`src/design/csc_pkg.sv`:
```
// ----------------------------------------------------------------------------
// csc_pkg
// Shared types and constants for the commuting swap cancellation core: the
// controller states, the command and status groups between controller and
// datapath, the fixed field widths and the default stack depth.
// ----------------------------------------------------------------------------
package csc_pkg;

	localparam int NODE_W          = 16;
	localparam int COUNT_W         = 16;
	localparam int EDGE_W          = 2 * NODE_W;
	localparam int STACK_DEPTH_DEF = 64;

	typedef enum logic [2:0] {
		S_IDLE,
		S_PUSH,
		S_SCAN,
		S_SHIFT,
		S_AFTER,
		S_OUT_LOAD,
		S_OUT_WAIT
	} state_t;

	// Source of the stack read address.
	typedef enum logic [2:0] {
		RA_TOP,
		RA_DEC,
		RA_INC1,
		RA_INC2,
		RA_ZERO
	} rd_sel_t;

	// Update of the scan pointer.
	typedef enum logic [2:0] {
		P_HOLD,
		P_TOP,
		P_DEC,
		P_INC,
		P_ZERO
	} ptr_op_t;

	typedef struct packed {
		logic    load_item;
		logic    rd_en;
		rd_sel_t rd_sel;
		ptr_op_t ptr_op;
		logic    push;
		logic    wr_shift;
		logic    count_dec;
		logic    bump_removed;
		logic    out_load;
		logic    out_empty;
		logic    clear_all;
	} cmd_t;

	typedef struct packed {
		logic count_zero;
		logic ptr_zero;
		logic is_top;
		logic shift_more;
		logic eq;
		logic touch;
		logic last_item;
		logic run_last;
	} status_t;

endpackage

```
`src/design/csc_ctrl.sv`:
```
// ----------------------------------------------------------------------------
// csc_ctrl
// Controller state machine: sequences the stack scan, the close-up shift,
// the push and the readout of the reduced path.
// ----------------------------------------------------------------------------
module csc_ctrl (
	input  logic             clk,
	input  logic             arst_n,
	input  logic             in_valid,
	output logic             in_ready,
	output logic             out_valid,
	input  logic             out_ready,
	input  csc_pkg::status_t sts,
	output csc_pkg::cmd_t    cmd
);
	import csc_pkg::*;

	state_t state_q;
	state_t state_d;

	always_ff @(posedge clk or negedge arst_n) begin
		if (!arst_n) begin
			state_q <= S_IDLE;
		end else begin
			state_q <= state_d;
		end
	end

	always_comb begin
		state_d   = state_q;
		cmd       = '0;
		in_ready  = 1'b0;
		out_valid = 1'b0;
		case (state_q)
			S_IDLE: begin
				in_ready = 1'b1;
				if (in_valid) begin
					cmd.load_item = 1'b1;
					cmd.rd_en     = 1'b1;
					cmd.rd_sel    = RA_TOP;
					cmd.ptr_op    = P_TOP;
					state_d       = sts.count_zero ? S_PUSH : S_SCAN;
				end
			end
			S_PUSH: begin
				cmd.push = 1'b1;
				state_d  = S_AFTER;
			end
			S_SCAN: begin
				if (sts.eq) begin
					cmd.bump_removed = 1'b1;
					if (sts.is_top) begin
						cmd.count_dec = 1'b1;
						state_d       = S_AFTER;
					end else begin
						cmd.rd_en  = 1'b1;
						cmd.rd_sel = RA_INC1;
						state_d    = S_SHIFT;
					end
				end else if (sts.touch || sts.ptr_zero) begin
					cmd.push = 1'b1;
					state_d  = S_AFTER;
				end else begin
					cmd.rd_en  = 1'b1;
					cmd.rd_sel = RA_DEC;
					cmd.ptr_op = P_DEC;
				end
			end
			S_SHIFT: begin
				cmd.wr_shift = 1'b1;
				if (sts.shift_more) begin
					cmd.rd_en  = 1'b1;
					cmd.rd_sel = RA_INC2;
					cmd.ptr_op = P_INC;
				end else begin
					cmd.count_dec = 1'b1;
					state_d       = S_AFTER;
				end
			end
			S_AFTER: begin
				if (!sts.last_item) begin
					state_d = S_IDLE;
				end else if (sts.count_zero) begin
					cmd.out_load  = 1'b1;
					cmd.out_empty = 1'b1;
					state_d       = S_OUT_WAIT;
				end else begin
					cmd.rd_en  = 1'b1;
					cmd.rd_sel = RA_ZERO;
					cmd.ptr_op = P_ZERO;
					state_d    = S_OUT_LOAD;
				end
			end
			S_OUT_LOAD: begin
				cmd.out_load = 1'b1;
				state_d      = S_OUT_WAIT;
			end
			S_OUT_WAIT: begin
				out_valid = 1'b1;
				if (out_ready) begin
					if (sts.run_last) begin
						cmd.clear_all = 1'b1;
						state_d       = S_IDLE;
					end else begin
						cmd.rd_en  = 1'b1;
						cmd.rd_sel = RA_INC1;
						cmd.ptr_op = P_INC;
						state_d    = S_OUT_LOAD;
					end
				end
			end
			default: begin
				state_d = S_IDLE;
			end
		endcase
	end

endmodule

```
`src/design/csc_dp.sv`:
```
// ----------------------------------------------------------------------------
// csc_dp
// Datapath: step stack memory, scan pointer, stack count, removed count,
// overflow flag, edge comparators and the result register.
// ----------------------------------------------------------------------------
module csc_dp #(
	parameter int STACK_DEPTH = csc_pkg::STACK_DEPTH_DEF
) (
	input  logic                         clk,
	input  logic                         arst_n,
	input  logic [csc_pkg::NODE_W-1:0]   node_u,
	input  logic [csc_pkg::NODE_W-1:0]   node_v,
	input  logic                         path_end,
	output logic [csc_pkg::NODE_W-1:0]   step_u,
	output logic [csc_pkg::NODE_W-1:0]   step_v,
	output logic                         list_empty,
	output logic                         overflow,
	output logic [csc_pkg::COUNT_W-1:0]  removed_total,
	output logic                         run_last,
	input  csc_pkg::cmd_t                cmd,
	output csc_pkg::status_t             sts
);
	import csc_pkg::*;

	localparam int AW = (STACK_DEPTH > 1) ? $clog2(STACK_DEPTH) : 1;
	localparam int CW = $clog2(STACK_DEPTH + 1);

	logic [EDGE_W-1:0]  mem [STACK_DEPTH];
	logic [EDGE_W-1:0]  rdata_q;
	logic [NODE_W-1:0]  edge_u_q;
	logic [NODE_W-1:0]  edge_v_q;
	logic               last_q;
	logic [AW-1:0]      ptr_q;
	logic [CW-1:0]      count_q;
	logic [COUNT_W-1:0] removed_q;
	logic               overflow_q;

	logic [CW-1:0]      count_m1;
	logic [CW:0]        ptr_p1;
	logic [CW:0]        ptr_p2;
	logic [AW-1:0]      rd_addr;
	logic [AW-1:0]      wr_addr;
	logic [EDGE_W-1:0]  wr_data;
	logic               wr_en;
	logic               full;
	logic [NODE_W-1:0]  e_u;
	logic [NODE_W-1:0]  e_v;

	assign count_m1 = count_q - 1'b1;
	assign ptr_p1   = (CW + 1)'(ptr_q) + 1'b1;
	assign ptr_p2   = (CW + 1)'(ptr_q) + 2'd2;
	assign full     = (count_q == CW'(STACK_DEPTH));
	assign e_u      = rdata_q[EDGE_W-1:NODE_W];
	assign e_v      = rdata_q[NODE_W-1:0];

	always_comb begin
		case (cmd.rd_sel)
			RA_TOP:  rd_addr = count_m1[AW-1:0];
			RA_DEC:  rd_addr = ptr_q - 1'b1;
			RA_INC1: rd_addr = ptr_p1[AW-1:0];
			RA_INC2: rd_addr = ptr_p2[AW-1:0];
			RA_ZERO: rd_addr = '0;
			default: rd_addr = '0;
		endcase
	end

	// A push writes the new step at the top unless the stack is full; a shift
	// moves the entry just read down one slot to close the gap.
	always_comb begin
		wr_en   = 1'b0;
		wr_addr = ptr_q;
		wr_data = rdata_q;
		if (cmd.push && !full) begin
			wr_en   = 1'b1;
			wr_addr = count_q[AW-1:0];
			wr_data = {edge_u_q, edge_v_q};
		end else if (cmd.wr_shift) begin
			wr_en = 1'b1;
		end
	end

	always_ff @(posedge clk) begin
		if (wr_en) begin
			mem[wr_addr] <= wr_data;
		end
		if (cmd.rd_en) begin
			rdata_q <= mem[rd_addr];
		end
	end

	always_ff @(posedge clk) begin
		if (cmd.load_item) begin
			edge_u_q <= node_u;
			edge_v_q <= node_v;
		end
		if (cmd.out_load) begin
			step_u        <= cmd.out_empty ? '0 : e_u;
			step_v        <= cmd.out_empty ? '0 : e_v;
			list_empty    <= cmd.out_empty;
			overflow      <= overflow_q;
			removed_total <= removed_q;
			run_last      <= cmd.out_empty || (ptr_p1 == (CW + 1)'(count_q));
		end
	end

	always_ff @(posedge clk or negedge arst_n) begin
		if (!arst_n) begin
			last_q     <= 1'b0;
			ptr_q      <= '0;
			count_q    <= '0;
			removed_q  <= '0;
			overflow_q <= 1'b0;
		end else begin
			if (cmd.load_item) begin
				last_q <= path_end;
			end
			case (cmd.ptr_op)
				P_HOLD:  ptr_q <= ptr_q;
				P_TOP:   ptr_q <= count_m1[AW-1:0];
				P_DEC:   ptr_q <= ptr_q - 1'b1;
				P_INC:   ptr_q <= ptr_p1[AW-1:0];
				P_ZERO:  ptr_q <= '0;
				default: ptr_q <= ptr_q;
			endcase
			if (cmd.clear_all) begin
				count_q    <= '0;
				removed_q  <= '0;
				overflow_q <= 1'b0;
			end else begin
				if (cmd.push) begin
					if (full) begin
						overflow_q <= 1'b1;
					end else begin
						count_q <= count_q + 1'b1;
					end
				end else if (cmd.count_dec) begin
					count_q <= count_m1;
				end
				if (cmd.bump_removed) begin
					if (removed_q >= {{(COUNT_W - 1){1'b1}}, 1'b0}) begin
						removed_q <= '1;
					end else begin
						removed_q <= removed_q + 2'd2;
					end
				end
			end
		end
	end

	assign sts.count_zero = (count_q == '0);
	assign sts.ptr_zero   = (ptr_q == '0);
	assign sts.is_top     = (ptr_p1 == (CW + 1)'(count_q));
	assign sts.shift_more = (ptr_p2 < (CW + 1)'(count_q));
	assign sts.eq         = ((e_u == edge_u_q) && (e_v == edge_v_q))
	                     || ((e_u == edge_v_q) && (e_v == edge_u_q));
	assign sts.touch      = (e_u == edge_u_q) || (e_u == edge_v_q)
	                     || (e_v == edge_u_q) || (e_v == edge_v_q);
	assign sts.last_item  = last_q;
	assign sts.run_last   = run_last;

endmodule

```
`src/design/commuting_swap_cancellation_core.sv`:
```
// An item with an empty stack is pushed directly. The longest item is one that cancels the
// bottom entry of a full stack and closes the gap; a full scan that ends in a push is shorter.
// Throughput: one item at a time; a new item is taken only when the controller is idle again
// after the scan, the shift and any push over the stack memory.
// Readout after a path end item gives one result at a time, each held until out_ready takes it.
// Reset: arst_n clears the counts, overflow flag and controller; the stack memory is not.
// ----------------------------------------------------------------------------
// commuting_swap_cancellation_core
// Reduces a path of swap steps by cancelling a step against an earlier
// identical edge that commutes with everything in between, and reads out
// the surviving steps on the item marked as path end.
// ----------------------------------------------------------------------------
module commuting_swap_cancellation_core #(
	parameter int STACK_DEPTH = csc_pkg::STACK_DEPTH_DEF
) (
	input  logic                         clk,
	input  logic                         arst_n,
	input  logic                         in_valid,
	output logic                         in_ready,
	input  logic [csc_pkg::NODE_W-1:0]   node_u,
	input  logic [csc_pkg::NODE_W-1:0]   node_v,
	input  logic                         path_end,
	output logic                         out_valid,
	input  logic                         out_ready,
	output logic [csc_pkg::NODE_W-1:0]   step_u,
	output logic [csc_pkg::NODE_W-1:0]   step_v,
	output logic                         list_empty,
	output logic                         overflow,
	output logic [csc_pkg::COUNT_W-1:0]  removed_total,
	output logic                         run_last
);
	import csc_pkg::*;

	// The controller owns sequencing only. Every stored value (the stack
	// memory, the scan pointer, counts and the result register) lives in the
	// datapath, and the two talk through one command and one status group.
	// No entry above the stack count is ever used, so the memory needs no
	// clearing after reset.
	cmd_t    cmd;
	status_t sts;

	// An accepted beat is latched, then the stack is scanned from the top
	// one entry per cycle using a registered memory read. A matching edge
	// erases its entry and the entries above it are moved down one slot per
	// cycle; a touching edge or the bottom of the stack ends the scan with
	// a push, or with the overflow flag when the stack is full.
	csc_ctrl u_ctrl (
		.clk       (clk),
		.arst_n    (arst_n),
		.in_valid  (in_valid),
		.in_ready  (in_ready),
		.out_valid (out_valid),
		.out_ready (out_ready),
		.sts       (sts),
		.cmd       (cmd)
	);

	// On a path end beat the surviving steps are read out bottom first
	// through the result register, which holds each beat until it is taken.
	// Taking the final beat clears the counts for the next path.
	csc_dp #(
		.STACK_DEPTH (STACK_DEPTH)
	) u_dp (
		.clk           (clk),
		.arst_n        (arst_n),
		.node_u        (node_u),
		.node_v        (node_v),
		.path_end      (path_end),
		.step_u        (step_u),
		.step_v        (step_v),
		.list_empty    (list_empty),
		.overflow      (overflow),
		.removed_total (removed_total),
		.run_last      (run_last),
		.cmd           (cmd),
		.sts           (sts)
	);

endmodule
```
`config.mk`:
```
export PLATFORM = sky130hd
export DESIGN_NAME = commuting_swap_cancellation_core
export DESIGN_NICKNAME = d
export VERILOG_FILES = /design/src/design/csc_pkg.sv /design/src/design/csc_ctrl.sv /design/src/design/csc_dp.sv /design/src/design/commuting_swap_cancellation_core.sv
export SDC_FILE = /design/constraint.sdc
export NUM_CORES = 2
export LEC_CHECK = 0
export BUFFER_PORTS_ARGS = -buffer_cell sky130_fd_sc_hd__buf_2
export CORE_ASPECT_RATIO = 0.75
export CORE_MARGIN = 2
export CORE_UTILIZATION = 44
export CTS_CLUSTER_DIAMETER = 60
export CTS_CLUSTER_SIZE = 14
export DETAILED_ROUTE_END_ITERATION = 8
export SYNTH_ARGS = -nofsm -noshare
export SYNTH_HDL_FRONTEND = slang
export SYNTH_SLANG_ARGS = --single-unit
```
`constraint.sdc`:
```
create_clock -name clk -period 8.8 [get_ports clk]
set_input_delay 0.88 -clock clk [delete_from_list [all_inputs] [get_ports clk]]
set_output_delay 0.88 -clock clk [all_outputs]
set_load 0.005 [all_outputs]
```
* After elaboration in Yosys (flattened, before gate mapping)
Memories as Yosys holds them, arrays and structs flattened. A register that Yosys moved wholly into a read port is not among the register bits. Index checks and enable logic that the tools add are counted.
Storage, ports and cells: flip-flop bits (word level) 117, memory bits (writable) 2048, bits of input ports 37, output and inout port bits 53, word-level logic and storage cells 127, memories 1
Cells by class: add/sub/neg operators 6, order comparisons 2, equal/unequal tests 24, muxes and demuxes 58, reductions and logical operators 22
Memories:
- u_dp.mem | depth 64, width 32, rd ports 1, clocked after memory_dff 1, wr ports 1, RTL line csc_dp.sv:28 | logic [EDGE_W-1:0] mem [STACK_DEPTH];
Operators by type and width (number):
- $mux 7 | 10
- $eq 16x16->1 | 4
- $mux 16 | 3
- $pmux 6 s4 | 2
- $pmux 7 s5 | 1
- $mux 32 | 1
- $mux 3 | 8
- $pmux 3 s7 | 1
- $mux 1 | 19
- $eq 3x2->1 const B | 6
- $add 16x2->16 const B | 1
- $ge 16x16->1 const B | 1
- $eq 3x3->1 const B | 4
- $mux 4 | 3
- $mux 2 | 5
- $eq 3x1->1 const B | 3
- $eq 8x7->1 | 1
- $lt 8x7->1 | 1
- $mux 8 | 1
- $add 6x1->7 const B | 1
- $add 6x2->7 const B | 1
- $add 7x1->7 const B | 1
- $eq 7x7->1 const B | 1
- $logic_not 7->1 | 1
- 17 further kinds | 32

* Longest topological paths before layout
word-level depth 12, gate-level depth with buffers 22, depth with buffers taken out 16

* Modules after synthesis
A second synthesis with hierarchy kept.
Second synthesis, totals: cell total of the unflattened synthesis 5797, area, all modules 87428.9 um2
By module, submodules not included:
- csc_dp | instances 1, cells an instance 5733, area an instance 86993.4 um2, seq. area each 65728.0 um2
- csc_ctrl | instances 1, cells an instance 64, area an instance 435.4 um2, seq. area each 75.1 um2

* Worst setup path after synthesis
No wires, ideal clock.
path kind reg-to-reg, from register u_dp.rdata_q[21] (read register of u_dp.mem), to memory u_dp.mem[56][0] (netlist bit) (enable), library setup time 0.421 ns, arrival time 4.225 ns, data required time 8.379 ns, slack 4.154 ns, cell stages (with the launch flop) 11, buffers on the path 1, clock period less this slack 4.646 ns, path through edfxtp_1 xnor2_1 nand4_1 nor4_2 a311oi_2 a2111o_1 a21oi_1 and2_0 clkbuf_1 a41oi_1 nor2_1
On the way: cells in the longest elaborated chain, start to end 12, elaborated cells between the ends (all ways) 17, classes of those cells eq/ne: 2; mux: 7; reduce/logical: 8
RTL lines:
- start: declaration | RTL line csc_dp.sv:29 | logic [EDGE_W-1:0] rdata_q;
- $eq 16x16->1 (on tied branches) | RTL line csc_dp.sv:154, csc_dp.sv:156, csc_dp.sv:155
- $logic_or 1x1->1 | RTL line csc_dp.sv:156 | assign sts.touch = (e_u == edge_u_q) || (e_u == edge_v_q)
- $logic_or 1x1->1 (2 in series) | RTL line csc_dp.sv:157 | || (e_v == edge_u_q) || (e_v == edge_v_q);
- $logic_or 1x1->1 | RTL line csc_ctrl.sv:60 | end else if (sts.touch || sts.ptr_zero) begin
- $mux 1 | RTL line csc_ctrl.sv:60
- $mux 4 (*) | RTL line csc_ctrl.sv:50 | if (sts.eq) begin
- $pmux 1 s2 (*) | RTL line csc_ctrl.sv:34 | case (state_q)
- $logic_and 1x1->1 (*) | RTL line csc_dp.sv:73 | if (cmd.push && !full) begin
- $mux 1 | RTL line csc_dp.sv:73
- $mux 1 | RTL line csc_dp.sv:83 | if (wr_en) begin
- $mux 1 (not written as such) | RTL line csc_dp.sv:84 | mem[wr_addr] <= wr_data;
- end: declaration | RTL line csc_dp.sv:28
Every way passes the cells marked *; elsewhere a longest branch is shown, timed or not.

* Worst setup path after layout
from register u_dp.ptr_q[2], to register u_dp.rdata_q[0] (read register of u_dp.mem), data pin
On the way: cells in the longest elaborated chain, start to end 7, elaborated cells between the ends (all ways) 17, classes of those cells add/sub: 3; order compare: 1; eq/ne: 4; mux: 6; reduce/logical: 3
RTL lines:
- start: declaration | RTL line csc_dp.sv:33 | logic [AW-1:0] ptr_q;
- start signal: assignment | RTL line csc_dp.sv:118 | P_HOLD: ptr_q <= ptr_q;
- start signal: assignment | RTL line csc_dp.sv:119 | P_TOP: ptr_q <= count_m1[AW-1:0];
- start signal: assignment | RTL line csc_dp.sv:120 | P_DEC: ptr_q <= ptr_q - 1'b1;
- parallel branches: the longest is 7 deep, another holds $lt 8x7->1
Several ways; the timed one is not identified. A chain may end at the register's enable or synchronous reset.

==> flow_summary_export.csv <==
group,metric,value,unit
worst_setup_path,cp.arrival,8.11,ns
clocking,root_buffer,"clkbuf_16",
clocking,cts_sinks,2197,
placed_design,placement.io_buffers,89,
floorplan,die_width,521,um
timing,period_share,85.3,%
placed_design,dp_hpwl,177000,um
timing,slew_headroom,2.94,%
finish,drive_above_1_share,10.5,%
routing,vias_per_cell,6.37,
worst_setup_path,worst_setup_path_start_kind,"flop",
synth,syn-num-nets,6450,
routing,drt_iter0_markers,10300,
floorplan,core.rowCount,142,
routing,first_pass_iters,9,
timing,fin_ws,1.29,ns
routing,dr_total_vias,58500,
timing,fin_worst_skew,0.0600,ns
worst_setup_path,worst-r2r-cell-count,18,
finish,fin_area,0.0976,mm2
placed_design,placed_area,0.0927,mm2
clocking,ctsResizeCount,0,
timing,min_period,7.51,ns
worst_setup_path,r2r-end,"u_dp.rdata_q[0]",
clocking,cts_buffer_depth,4,
synth,yosysTopAreaCellShare,73.8,%
worst_setup_path,required,9.40,ns
floorplan,dieArea,0.204,mm2
synth,syn_area_per_cell,13.8,um2
clocking,cts.clk_slew.worst_paths,0.07,ns
synth,yosysSeqAreaShare,74.7,%
worst_setup_path,critPathLaunch,"u_dp.ptr_q[2]",
floorplan,die_h,391,um
power,peakVddDrop,0.164,mV
timing,finalSetupViolations,0,
placed_design,gp_congestion,0.921,
clocking,cts_tree,"built",
routing,wl,302000,um
worst_setup_path,r2r_start,"u_dp.ptr_q[2]",
floorplan,core-area,0.199,mm2
clocking,cts_setup_buffers,0,
finish,fin_nets,6542,
worst_hold_path,holdCritPathClass,"primary input to async pin",
synth,synth_edf_count,2163,
timing,finalHoldViolCount,0,
floorplan,start_util,44.2,%
placed_design,preCtsSetupSlack,1.35,ns
synth,synth_area,0.0881,mm2
power,power.leakage,27.3,nW
clocking,cts_hold_buffers,0,
routing,final_antenna_net_count,0,
synth,synthFlopType,"edfxtp_1",
timing,hold_ws,0.182,ns
synth,synthCells,6397,
synth,synth.area.top_cells,"edfxtp_1 (74%), nand2_1 (6.9%), nand3_1 (2.0%)",
worst_setup_path,endpoint,"u_dp.rdata_q[0]",
routing,wl_per_cell,32.8,um
grt,overflow,0,
synth,ys_warn_count,0,
grt,grt_max_degree,123,
grt,grt_use_total,29.0,%
power,p_per_area,192,mW/mm2
grt,grt_pass1_vias,52800,
clocking,cts_made_buffers,185,
flow_run,cap_violations,0,
synth,yosys-top-cells-count,"edfxtp_1 (2163), nand2_1 (1622), nand3_1 (360), a21oi_1 (336), buf_2 (184)",
finish,area_growth,10.8,%
floorplan,pin_count,90,
synth,synth_area_leader_cell,"edfxtp_1",
worst_setup_path,worst-setup-path-type,"flop to flop",
worst_setup_path,rrSetupSlack,1.29,ns
timing,setup_tns,0,ns
clocking,htree_num_levels,4,
run_status,status,"finished, final reports clean",
grt,antenna_found_initial,19,
timing,slew_viol_final,0,
synth,synth.distinct_cells,80,
grt,grt_pass1_wl,418000,um
finish,final_util,49.0,%
worst_setup_path,end_kind,"flop",
timing,fmax,0.133,GHz
worst_setup_path,cp_max_fo,122,
synth,yosysMostFrequentCell,"edfxtp_1",
synth,synth-async-reset-ratio,1.55,%
synth,synth-seq-cells,2197,
timing,worst_pin_slew,1.44,ns
clocking,clkLatencyLatePin,0.85,ns
timing,rsz0062_at_grt,"false",
routing,drc,0,
==> per-layer routing <==
metal  up-vias  share of wire (%)  track usage (%)
met1     29400                 39             42.7
met2      4343                 42             41.2
met4        12                4.3             10.7
li1      24200                  -                -
met3       611                 14             7.47
met5         -              0.025                0
==> worst min path at each step <==
stage	start	to	slack, ns
floorplan	u_dp.removed_q[0]	u_dp.removed_total[0]	0.42
global placement	u_dp.overflow_q	u_dp.overflow	0.45
detailed placement	u_dp.removed_q[0]	u_dp.removed_total[0]	0.44
CTS	arst_n	u_dp.removed_q[14]	0.17
global route	node_u[13]	u_dp.edge_u_q[13]	0.19
finish	arst_n	u_ctrl.state_q[0]	0.18
==> cell type report <==
| class | count | area, um2 |
|---|---|---|
| fillers | 17000 | 102000 |
| flip-flops and latches | 2197 | 65800 |
| multi-input cells | 3771 | 21100 |
| clock buffers | 201 | 4810 |
| well taps | 2664 | 3330 |
| repair buffers | 319 | 2420 |
| clock inverters | 10 | 83.8 |
| inverters | 15 | 56.3 |
| diodes | 13 | 32.5 |
==> where the power goes <==
group	leakage [nW]	switching [mW]	total (mW)	internal, mW
Clock	2.40	3.60	7.44	3.84
Combinational	11.8	0.00657	0.0122	0.00560
Sequential	13.1	0	11.3	11.3
==> cell usage in the layout (no fill, tap or decap), types with 13 or more instances in the layout <==
| master | instances |
|---|---|
| a211oi_1 | 108 |
| a21oi_1 | 329 |
| a22oi_1 | 16 |
| a31oi_1 | 120 |
| a32o_1 | 16 |
| a32oi_1 | 179 |
| and3_1 | 128 |
| and4b_1 | 18 |
| buf_12 | 20 |
| buf_2 | 89 |
| buf_4 | 210 |
| clkbuf_16 | 190 |
| dfrtp_1 | 34 |
| diode_2 | 13 |
| edfxtp_1 | 2163 |
| ha_1 | 16 |
| inv_1 | 15 |
| mux2i_1 | 142 |
| nand2_1 | 1587 |
| nand2_2 | 37 |
| nand3_1 | 358 |
| nand4_1 | 53 |
| nor2_1 | 62 |
| nor2_4 | 69 |
| nor2b_1 | 36 |
| nor3_1 | 49 |
| nor4_1 | 56 |
| o21ai_0 | 25 |
| o221ai_1 | 18 |
| o22ai_1 | 86 |
| o31a_1 | 13 |
| or4_1 | 15 |
| xnor2_1 | 79 |
==> critical path, stage by stage, from the launching register on <==
cell,delay (ns)
dfrtp_1,0.71
ha_1,0.36
nand3_1,0.12
xnor2_1,0.25
ha_1,0.29
and3_1,0.20
a221oi_1,0.32
nand2_1,0.14
nor2_1,0.48
a32oi_1,0.36
nand2b_4,0.62
nand2_8,0.49
buf_12,0.39
buf_4,0.45
a211oi_1,0.30
a31oi_1,0.07
nor4_1,1.01
nor4_1,0.23
and4b_1,0.31
==> registers in the layout, summed over array words and instances, names as in the netlist, 3 cells and up <==
signal and cells:
u_dp.mem 2048, u_dp.rdata_q 32, u_dp.edge_u_q 16, u_dp.edge_v_q 16, u_dp.removed_q 16, u_dp.removed_total 16
u_dp.step_u 16, u_dp.step_v 16, u_dp.count_q 7, u_dp.ptr_q 6, u_ctrl.state_q 3
==> kinds of logic after synthesis <==
family          share of synthesized area [%]
flops                                    74.7
compound gates                           7.68
simple gates                             12.5
mux                                      1.65
xor+xnor                                0.912
buf+inv                                  2.26
fa+ha+maj                               0.227
==> stage by stage <==
stage	power, mW	instances
floorplan	11.5	6397
global placement	11.5	8966
detailed placement	11.5	8966
CTS	18.8	9177
global route	19.2	9177
finish	18.8	9190
No activity file was read; power rests on OpenSTA's default activity.
